## src/design/websocket_frame_deframer_unit_defines.svh

```systemverilog
// Assertion macros for the frame deframer.
`ifndef WEBSOCKET_FRAME_DEFRAMER_UNIT_DEFINES_SVH
`define WEBSOCKET_FRAME_DEFRAMER_UNIT_DEFINES_SVH

// Check that a condition implies another in the same cycle.
`define WSFD_ASSERT_IMP(lbl, ante, cons) \
   lbl: assert property (@(posedge clock) disable iff (reset) (ante) |-> (cons)) \
      else $error("wsfd: same-cycle check failed");

// Check that a condition implies another in the following cycle.
`define WSFD_ASSERT_NXT(lbl, ante, cons) \
   lbl: assert property (@(posedge clock) disable iff (reset) (ante) |=> (cons)) \
      else $error("wsfd: next-cycle check failed");

`endif

```

## src/design/wsfd_pkg.sv

```systemverilog
`timescale 1ns / 1ps

package wsfd_pkg;

   // frame status codes
   typedef enum logic [1:0] {
      STATUS_OK      = 2'd0,
      STATUS_CLOSE   = 2'd1,
      STATUS_INVALID = 2'd2,
      STATUS_IGNORED = 2'd3
   } status_type;

   // result kinds
   typedef enum logic {
      KIND_PAYLOAD = 1'b0,
      KIND_STATUS  = 1'b1
   } kind_type;

   // opcodes that the block handles
   localparam logic [3:0] OPC_TEXT   = 4'h1;
   localparam logic [3:0] OPC_BINARY = 4'h2;
   localparam logic [3:0] OPC_CLOSE  = 4'h8;

   // 7-bit length codes that select a longer length field
   localparam logic [6:0] LEN_CODE_16 = 7'd126;
   localparam logic [6:0] LEN_CODE_64 = 7'd127;

   // packet lengths at or below which a frame is rejected as invalid or ignored
   localparam logic [15:0] MIN_PACKET_LEN = 16'd1;
   localparam logic [15:0] MIN_DATA_LEN   = 16'd6;

   // result queue, depth a power of two so the pointers wrap on their own
   localparam int QUEUE_DEPTH = 4;
   localparam int QPTR_W      = $clog2(QUEUE_DEPTH);
   localparam int QCNT_W      = $clog2(QUEUE_DEPTH + 1);

   typedef struct packed {
      kind_type    kind;
      logic [7:0]  payload_byte;
      logic [15:0] payload_index;
      status_type  frame_status;
      logic [3:0]  frame_opcode;
      logic        run_last;
   } result_type;

endpackage

```

## src/design/websocket_frame_deframer_unit.sv

```systemverilog
`timescale 1ns / 1ps
// Results: each accepted input beat writes its results into a registered result queue.
// Throughput: one input beat per cycle; a beat that ends a frame with a payload
// byte makes two results, and input stalls only while fewer than two of the
// four result queue entries are free, which happens only when the result side backs up.
// Reset: synchronous, active high; clears all frame state and empties the queue.

`include "websocket_frame_deframer_unit_defines.svh"

module websocket_frame_deframer_unit (
   input  logic        clock,
   input  logic        reset,
   input  logic        req_valid,
   output logic        req_ready,
   input  logic [7:0]  req_data_byte,
   input  logic [15:0] req_packet_length,
   input  logic        req_last_byte,
   output logic        rsp_valid,
   input  logic        rsp_ready,
   output logic        rsp_kind,
   output logic [7:0]  rsp_payload_byte,
   output logic [15:0] rsp_payload_index,
   output logic [1:0]  rsp_frame_status,
   output logic [3:0]  rsp_frame_opcode,
   output logic        rsp_run_last
);

   localparam logic [16:0] POS_MAX = 17'h1FFFF;

   // frame state
   logic [16:0]          pos_ff, pos_in;
   logic [3:0]           opcode_ff, opcode_in;
   logic [15:0]          length_ff, length_in;
   logic                 ext_ff, ext_in;
   logic [31:0]          key_ff, key_in;
   logic [15:0]          pcount_ff, pcount_in;
   wsfd_pkg::status_type verdict_ff, verdict_in;

   // result queue
   wsfd_pkg::result_type                 queue_ff [wsfd_pkg::QUEUE_DEPTH];
   logic [wsfd_pkg::QPTR_W-1:0]          wr_ptr_ff, rd_ptr_ff;
   logic [wsfd_pkg::QCNT_W-1:0]          count_ff, count_in;

   logic                 in_fire, out_fire;
   logic [6:0]           len7;
   logic [16:0]          key_start, pay_start;
   logic                 in_key, emit_pay;
   logic [7:0]           key_byte;
   wsfd_pkg::result_type pay_res, stat_res, first_res;
   logic [1:0]           push_cnt;
   wsfd_pkg::result_type head;

   assign in_fire  = req_valid && req_ready;
   assign out_fire = rsp_valid && rsp_ready;
   assign len7     = req_data_byte[6:0];

   // decode header and unmask payload for the beat at the input
   always_comb begin
      opcode_in  = opcode_ff;
      verdict_in = verdict_ff;
      length_in  = length_ff;
      ext_in     = ext_ff;
      key_in     = key_ff;
      pcount_in  = pcount_ff;
      if (pos_ff == 17'd0) begin
         opcode_in = req_data_byte[3:0];
         if (req_packet_length <= wsfd_pkg::MIN_PACKET_LEN) begin
            verdict_in = wsfd_pkg::STATUS_INVALID;
         end else if (!req_data_byte[7]) begin
            verdict_in = wsfd_pkg::STATUS_IGNORED;
         end else if (opcode_in == wsfd_pkg::OPC_CLOSE) begin
            verdict_in = wsfd_pkg::STATUS_CLOSE;
         end else if (opcode_in != wsfd_pkg::OPC_TEXT &&
                      opcode_in != wsfd_pkg::OPC_BINARY) begin
            verdict_in = wsfd_pkg::STATUS_IGNORED;
         end else if (req_packet_length <= wsfd_pkg::MIN_DATA_LEN) begin
            verdict_in = wsfd_pkg::STATUS_IGNORED;
         end else begin
            verdict_in = wsfd_pkg::STATUS_OK;
         end
      end else if (verdict_ff == wsfd_pkg::STATUS_OK) begin
         if (pos_ff == 17'd1) begin
            if (len7 == wsfd_pkg::LEN_CODE_64) begin
               verdict_in = wsfd_pkg::STATUS_IGNORED;
            end else if (len7 == wsfd_pkg::LEN_CODE_16) begin
               ext_in    = 1'b1;
               length_in = 16'd0;
            end else begin
               length_in = {9'd0, len7};
               if (length_in > req_packet_length) begin
                  verdict_in = wsfd_pkg::STATUS_INVALID;
               end
            end
         end else if (ext_ff && pos_ff == 17'd2) begin
            length_in = {req_data_byte, 8'h00};
         end else if (ext_ff && pos_ff == 17'd3) begin
            length_in = {length_ff[15:8], req_data_byte};
            if (length_in > req_packet_length) begin
               verdict_in = wsfd_pkg::STATUS_INVALID;
            end
         end
      end

      // key bytes follow the length field, payload follows the key
      key_start = ext_in ? 17'd4 : 17'd2;
      pay_start = ext_in ? 17'd8 : 17'd6;
      in_key    = (verdict_in == wsfd_pkg::STATUS_OK) &&
                  (pos_ff >= key_start) && (pos_ff < pay_start);
      emit_pay  = (verdict_in == wsfd_pkg::STATUS_OK) && !in_key &&
                  (pos_ff >= pay_start) && (pcount_ff < length_in);

      case (pcount_ff[1:0])
         2'd0:    key_byte = key_ff[31:24];
         2'd1:    key_byte = key_ff[23:16];
         2'd2:    key_byte = key_ff[15:8];
         default: key_byte = key_ff[7:0];
      endcase

      if (in_key) begin
         key_in = {key_ff[23:0], req_data_byte};
      end
      if (emit_pay) begin
         pcount_in = pcount_ff + 16'd1;
      end

      pos_in = (pos_ff == POS_MAX) ? pos_ff : pos_ff + 17'd1;

      // build the results of this beat
      pay_res.kind          = wsfd_pkg::KIND_PAYLOAD;
      pay_res.payload_byte  = req_data_byte ^ key_byte;
      pay_res.payload_index = pcount_ff;
      pay_res.frame_status  = wsfd_pkg::STATUS_OK;
      pay_res.frame_opcode  = 4'd0;
      pay_res.run_last      = !req_last_byte;

      stat_res.kind          = wsfd_pkg::KIND_STATUS;
      stat_res.payload_byte  = 8'd0;
      stat_res.payload_index = pcount_in;
      stat_res.frame_status  = (req_packet_length <= wsfd_pkg::MIN_PACKET_LEN) ?
                               wsfd_pkg::STATUS_INVALID : verdict_in;
      stat_res.frame_opcode  = opcode_in;
      stat_res.run_last      = 1'b1;

      first_res = emit_pay ? pay_res : stat_res;
      push_cnt  = {1'b0, emit_pay} + {1'b0, req_last_byte};

      // the last beat returns the frame state to its reset value
      if (req_last_byte) begin
         pos_in     = 17'd0;
         opcode_in  = 4'd0;
         length_in  = 16'd0;
         ext_in     = 1'b0;
         key_in     = 32'd0;
         pcount_in  = 16'd0;
         verdict_in = wsfd_pkg::STATUS_OK;
      end
   end

   // advance frame state on each accepted beat
   always_ff @(posedge clock) begin
      if (reset) begin
         pos_ff     <= 17'd0;
         opcode_ff  <= 4'd0;
         length_ff  <= 16'd0;
         ext_ff     <= 1'b0;
         key_ff     <= 32'd0;
         pcount_ff  <= 16'd0;
         verdict_ff <= wsfd_pkg::STATUS_OK;
      end else if (in_fire) begin
         pos_ff     <= pos_in;
         opcode_ff  <= opcode_in;
         length_ff  <= length_in;
         ext_ff     <= ext_in;
         key_ff     <= key_in;
         pcount_ff  <= pcount_in;
         verdict_ff <= verdict_in;
      end
   end

   // hold room for two results before taking a beat
   assign req_ready = (count_ff <= wsfd_pkg::QCNT_W'(wsfd_pkg::QUEUE_DEPTH - 2));
   assign count_in  = count_ff
                      + (in_fire ? wsfd_pkg::QCNT_W'(push_cnt) : '0)
                      - wsfd_pkg::QCNT_W'(out_fire);

   // queue pointers and fill count
   always_ff @(posedge clock) begin
      if (reset) begin
         wr_ptr_ff <= '0;
         rd_ptr_ff <= '0;
         count_ff  <= '0;
      end else begin
         if (in_fire) begin
            wr_ptr_ff <= wr_ptr_ff + wsfd_pkg::QPTR_W'(push_cnt);
         end
         if (out_fire) begin
            rd_ptr_ff <= rd_ptr_ff + wsfd_pkg::QPTR_W'(1);
         end
         count_ff <= count_in;
      end
   end

   // write one or two results into the queue
   always_ff @(posedge clock) begin
      if (in_fire && push_cnt != 2'd0) begin
         queue_ff[wr_ptr_ff] <= first_res;
      end
      if (in_fire && push_cnt == 2'd2) begin
         queue_ff[wr_ptr_ff + wsfd_pkg::QPTR_W'(1)] <= stat_res;
      end
   end

   // drive the head of the queue
   assign head              = queue_ff[rd_ptr_ff];
   assign rsp_valid         = (count_ff != '0);
   assign rsp_kind          = head.kind;
   assign rsp_payload_byte  = head.payload_byte;
   assign rsp_payload_index = head.payload_index;
   assign rsp_frame_status  = head.frame_status;
   assign rsp_frame_opcode  = head.frame_opcode;
   assign rsp_run_last      = head.run_last;

   `WSFD_ASSERT_IMP(a_queue_bound, 1'b1,
                    count_ff <= wsfd_pkg::QCNT_W'(wsfd_pkg::QUEUE_DEPTH))
   `WSFD_ASSERT_NXT(a_frame_restart, in_fire && req_last_byte,
                    pos_ff == 17'd0 && verdict_ff == wsfd_pkg::STATUS_OK && pcount_ff == 16'd0)
   `WSFD_ASSERT_IMP(a_payload_clean, rsp_valid && rsp_kind == wsfd_pkg::KIND_PAYLOAD,
                    rsp_frame_status == wsfd_pkg::STATUS_OK && rsp_frame_opcode == 4'd0)
   `WSFD_ASSERT_NXT(a_push_shows, in_fire && push_cnt != 2'd0, rsp_valid)

endmodule
```

## config.mk

```make
export PLATFORM = sky130hd
export DESIGN_NAME = websocket_frame_deframer_unit
export DESIGN_NICKNAME = d
export VERILOG_FILES = /design/src/design/wsfd_pkg.sv /design/src/design/websocket_frame_deframer_unit.sv
export VERILOG_INCLUDE_DIRS = /design/src /design/src/design
export SDC_FILE = /design/constraint.sdc
export NUM_CORES = 1
export LEC_CHECK = 0
export ABC_CLOCK_PERIOD_IN_PS = 7600
export BUFFER_PORTS_ARGS = -buffer_cell sky130_fd_sc_hd__buf_2
export CAP_MARGIN = 20
export CELL_PAD_IN_SITES_DETAIL_PLACEMENT = 1
export CELL_PAD_IN_SITES_GLOBAL_PLACEMENT = 1
export CORE_ASPECT_RATIO = 1.4
export CORE_UTILIZATION = 40
export CTS_BUF_LIST = sky130_fd_sc_hd__clkbuf_2 sky130_fd_sc_hd__clkbuf_4 sky130_fd_sc_hd__clkbuf_8
export CTS_CLUSTER_SIZE = 20
export DETAILED_ROUTE_END_ITERATION = 16
export PLACE_DENSITY = 0.69
export SETUP_SLACK_MARGIN = 0.02
export SLEW_MARGIN = 5
export SYNTH_ARGS = -nofsm -noshare
export SYNTH_HDL_FRONTEND = slang
export SYNTH_SLANG_ARGS = --single-unit
export TNS_END_PERCENT = 30
```

## constraint.sdc

```tcl
create_clock -name clock -period 7.6 [get_ports clock]
set_input_delay 1.52 -clock clock [delete_from_list [all_inputs] [get_ports clock]]
set_output_delay 1.52 -clock clock [all_outputs]
set_load 0.005 [all_outputs]
```

# Yosys cells after proc, flatten, opt, wreduce, memory -nomap -nowiden
# Memory sizes are Yosys's and may differ from the RTL's. A register that Yosys moved wholly into a read port is not among the register bits.
# Cells that the tools add are included.
[word_totals]
output_inout_bits = 34
wordCells = 114
ff_bits = 95
ramBits = 128
inputBits = 29
n_memories = 1
[memory_table]
columns = ["memory", "words", "width", "rd", "rd_ports_with_merged_regs", "write_ports", "line", "source"]
rows = [
  ["queue_ff", 4, 32, 1, 1, 2, "websocket_frame_deframer_unit.sv:40", "wsfd_pkg::result_type queue_ff [wsfd_pkg::QUEUE_DEPTH];"],
]
[op_classes]
n_mux = 49
n_eq_ne = 13
add_sub_neg = 8
n_lt_le_gt_ge = 9
n_bitwise = 1
n_reduce_logical = 23
[ops]
columns = ["op", "count"]
rows = [
  ["$mux W16", 8],
  ["$mux W32", 3],
  ["$mux W2", 19],
  ["$eq A17 B2 Y1 const B", 2],
  ["$mux W17", 2],
  ["$pmux W8 S3", 1],
  ["$add A17 B1 Y17 const B", 1],
  ["$eq A17 B1 Y1 const B", 1],
  ["$eq A17 B17 Y1 const B", 1],
  ["$ge A17 B3 Y1", 1],
  ["$ge A17 B4 Y1", 1],
  ["$logic_not A17 Y1", 1],
  ["$lt A17 B4 Y1", 1],
  ["$add A16 B1 Y16 const B", 1],
  ["$gt A16 B16 Y1", 1],
  ["$gt A7 B16 Y1", 1],
  ["$le A16 B1 Y1 const B", 1],
  ["$le A16 B3 Y1 const B", 1],
  ["$lt A16 B16 Y1", 1],
  ["$eq A7 B7 Y1 const B", 2],
  ["$logic_and A1 B1 Y1", 12],
  ["$mux W4", 3],
  ["$mux W1", 10],
  ["$mux W8", 1],
  ["20 further kinds", 27],
]

# Depth between registers and ports, before layout
[logic_depth]
depth_word = 19
ltp_mapped = 27
ltp_nobuf = 24

# Worst setup path after synthesis
# OpenSTA, ideal clock, no wires.
[synth_path]
kind = "input to register"
from = "input req_data_byte[2]"
to = "memory queue_ff[0][10] (netlist bit), enable pin"
t_required_ns = 7.222
setup_ns = 0.378
arrival_time_ns = 6.828
cell_stages = 21
path_slack_ns = 0.394
n_path_buf = 3
cell_sequence = "clkbuf_1 -> and4_1 -> nand3_1 -> o21ai_0 -> nor3_1 -> or2_2 -> ha_1 -> a21o_1 -> a21o_1 -> a211oi_1 -> nor2_1 -> a2111oi_2 -> o21ai_1 -> clkbuf_1 -> nor2_1 -> inv_1 -> ha_1 -> clkbuf_1 -> nor4_1 -> nor2_1 -> inv_1"
[synth_rtl]
columns = ["item", "line", "source"]
rows = [
  ["from (decl)", "websocket_frame_deframer_unit.sv:15", "input logic [7:0] req_data_byte,"],
  ["to (decl)", "websocket_frame_deframer_unit.sv:40", ""],
]

==> impl_metrics.env <==
export IMPL_critical_path_max_stage_delay_ns=0.52
export IMPL_vias_per_cell=6.22
export IMPL_grt_usage_pct=26.7
export IMPL_syn_area_um2=12500
export IMPL_ios=63
export IMPL_arrival_ns=6.51
export IMPL_post_cts_buffers=0
export IMPL_cp_start_kind="primary input"
export IMPL_reg2reg_from="pos_ff[1]"
export IMPL_routed_wl_um=41800
export IMPL_cp_slowest_cell="or4_4"
export IMPL_worst_skew_pair_late_latency_ns=0.57
export IMPL_die_w_um=152
export IMPL_syn_inst=1353
export IMPL_synth_warnings=0
export IMPL_r2r_cells=22
export IMPL_drv_cap=0
export IMPL_yosysTopAreaCell="dfxtp_1"
export IMPL_drc=0
export IMPL_status="complete, no violations"
export IMPL_met2_usage_pct=46.9
export IMPL_synth_top_cells_by_count="137 x dfxtp_1, 116 x nand2_1, 106 x a21oi_1"
export IMPL_grt_pass1_wl_um=65200
export IMPL_hp_class="flop to flop"
export IMPL_maxSlewViolCount=0
export IMPL_cp_common_cell="nor2_1"
export IMPL_synth_edf_count=88
export IMPL_cts_root_buf="clkbuf_8"
export IMPL_cp_max_fo=20
export IMPL_fin_setup_tns_ns=0
export IMPL_worst_hold_startpoint="queue_ff[0][30]"
export IMPL_core_area_um2=30800
export IMPL_nets=1455
export IMPL_rsz0062_at_grt="false"
export IMPL_regToRegEndpoint="queue_ff[2][2]"
export IMPL_yosysTopAreaCellShare_pct=21.9
export IMPL_maxSlewHeadroom_pct=28.6
export IMPL_cts_tree="built"
export IMPL_dieArea_um2=32100
export IMPL_async_flop_share_pct=0
export IMPL_dr_pass1_iters=5
export IMPL_hold_violations=0
export IMPL_grt_pass1_vias=11360
export IMPL_synth_seq_cells=225
export IMPL_synthTopCellsByArea="dfxtp_1 22%, edfxtp_1 21%, mux4_2 5.8%"
export IMPL_max_slew_worst_pin_slew_ns=1.07
export IMPL_yosysSeqAreaShare_pct=43.0
export IMPL_fin_crit_ns=6.30
export IMPL_hold_path_depth=2
export IMPL_cp_end_kind="flop"
export IMPL_required_ns=7.81
export IMPL_gr_usage_met3_pct=3.53
export IMPL_yosysUniqueCellTypes=70
export IMPL_busiest_layer="met2"
export IMPL_p_leak_nw=4.77
export IMPL_ir_drop_mv=0.135
export IMPL_htreeDepth=2
export IMPL_finalCritPeriodShare_pct=82.9
export IMPL_syn_nets=1432
export IMPL_area_delta_synth_final_pct=11.6
export IMPL_num_vias=11178
export IMPL_critPathKind="primary input to flop"
export IMPL_grt_use_met1_pct=32.4
export IMPL_synth_most_common_cell="dfxtp_1"
export IMPL_cts_max_path_buffers=3
export IMPL_drt_iter0_drc=654
export IMPL_setup_viol=0
export IMPL_antenna_cells=0
export IMPL_hpwlAfterDp_um=28700
export IMPL_hold_buffers=0
export IMPL_numCtsBuffers=40
export IMPL_final_setup_skew_ns=0.0277
export IMPL_grt_max_degree=65
export IMPL_io_buffers=62
export IMPL_antenna_found_initial=0
export IMPL_initial_core_util_pct=40.7
export IMPL_path_cells="buf_2 -> and4_1 -> nand3_1 -> o21ai_0 -> a211o_1 -> a22oi_1 -> ha_1 -> nand2_1 -> o21ai_0 -> or4_1 -> or4_4 -> and2_4 -> nor2_1 -> buf_4 -> ha_1 -> nand2_1 -> nor2_1 -> nor2_1 -> inv_1 -> buf_4"
export IMPL_grt_ovfl_total=0
export IMPL_cts_clk_slew_worst_paths_ns=0.06
export IMPL_p_per_area_nw_per_um2=219
export IMPL_cts_num_sinks=225
export IMPL_reg2reg_slack_ns=1.37
export IMPL_cts_resized=0
export IMPL_hold_end="queue_ff[0][30]"
export IMPL_gp_congestion=0.850
export IMPL_rows=76
export IMPL_place_ws_ns=0.803
export IMPL_fmax_mhz=159
export IMPL_ant_nets=0
export IMPL_drive_above_1_share_pct=15.6
export IMPL_fin_ws_ns=1.30
export IMPL_die_y_um=211
export IMPL_post_drt_wl_per_cell_um=23.2
export IMPL_synth_top_flop_cell="dfxtp_1"
export IMPL_synth_avg_cell_area_um2=9.26
==> worst max-delay path: cells and delay by family <==
family / cells / cell delay (ns)
adder cells (fa/ha/maj): 2 / 0.65
buffers and inverters: 4 / 0.97
AO/OA/AOI/OAI: 4 / 0.89
AND/OR/NAND/NOR: 10 / 2.43
==> worst max path at each step <==
| stage | from | end | slack, ns | depth (start not counted) |
|---|---|---|---|---|
| after floorplan | req_data_byte[2] | queue_ff[0][10] | 0.39 | 21 |
| after global placement | req_data_byte[1] | queue_ff[1][22] | 0.94 | 19 |
| after detailed placement | req_data_byte[1] | queue_ff[2][2] | 0.80 | 20 |
| after CTS | req_data_byte[1] | queue_ff[2][2] | 1.40 | 20 |
| after global routing | req_data_byte[1] | queue_ff[1][8] | 0.93 | 19 |
| final | req_data_byte[1] | queue_ff[2][2] | 1.30 | 20 |
==> cell families after synthesis <==
family	synth area share, %
AND/OR/NAND/NOR	19.5
AO/OA/AOI/OAI	19.5
flip-flops	43.0
buffers and inverters	4.71
adder cells (fa/ha/maj)	5.05
multiplexers	6.55
XOR/XNOR	1.75
==> layout by cell type (no fill, tap or decap), drive strengths merged, types with 8 or more instances in the layout <==
cell type	instances
o211ai	27
and3	8
o21ai	83
mux4	32
ha	49
xnor2	12
or4	23
a21o	19
xor2	13
inv	43
a21oi	106
nand3	73
a222oi	8
clkbuf	64
nor2b	10
nand2	116
mux2i	10
or3	19
or2	10
nand2b	8
a2bb2oi	9
nand3b	34
edfxtp	88
a31oi	65
clkinv	8
a22oi	10
dfxtp	137
nand4	21
buf	93
nor4	13
nor2	94
nor3	28
==> metal layers <==
metal  vias to the layer above  part of all wire, %
met2                       342                   50
met3                        94                  4.8
met4                         0                  3.9
li1                       5149                    -
met5                         -                    0
met1                      5593                   41
==> power by group <==
group          leakage (nW)  total (mW)  switching, mW  internal [mW]
clock                 0.440        1.18          0.528          0.650
sequential             1.83        1.35         0.0432           1.30
combinational          2.49       0.544          0.324          0.220
==> layout make-up <==
cell class / instances / area (µm²)
clock buffer: 64 / 781
clock inverter: 9 / 41.3
fill: 3578 / 16800
inverter: 42 / 158
multi-input combinational: 974 / 6590
sequential: 225 / 5390
tap: 390 / 488
timing repair buffer: 93 / 543
==> flip-flops by register name (all words and copies together), names as in the netlist, named ones only <==
name / cells
ext_ff: 1
wr_ptr_ff: 2
length_ff: 16
key_ff: 32
opcode_ff: 4
pcount_ff: 16
count_ff: 3
pos_ff: 17
rd_ptr_ff: 2
verdict_ff: 2
queue_ff: 128
==> metrics by stage <==
step	util [%]	hold slack (ns)	cell area, µm²	std cells	total power, mW
2_1_floorplan	-	0.420	12500	1353	1.71
3_5_place_dp	42.7	0.443	13200	1724	1.93
3_3_place_gp	42.7	0.430	13200	1724	1.91
6_report	45.4	0.454	14000	1797	3.07
5_1_grt	45.4	0.481	14000	1797	3.20
4_1_cts	45.4	0.457	14000	1797	3.11
Power figures use the tool's default switching activity.
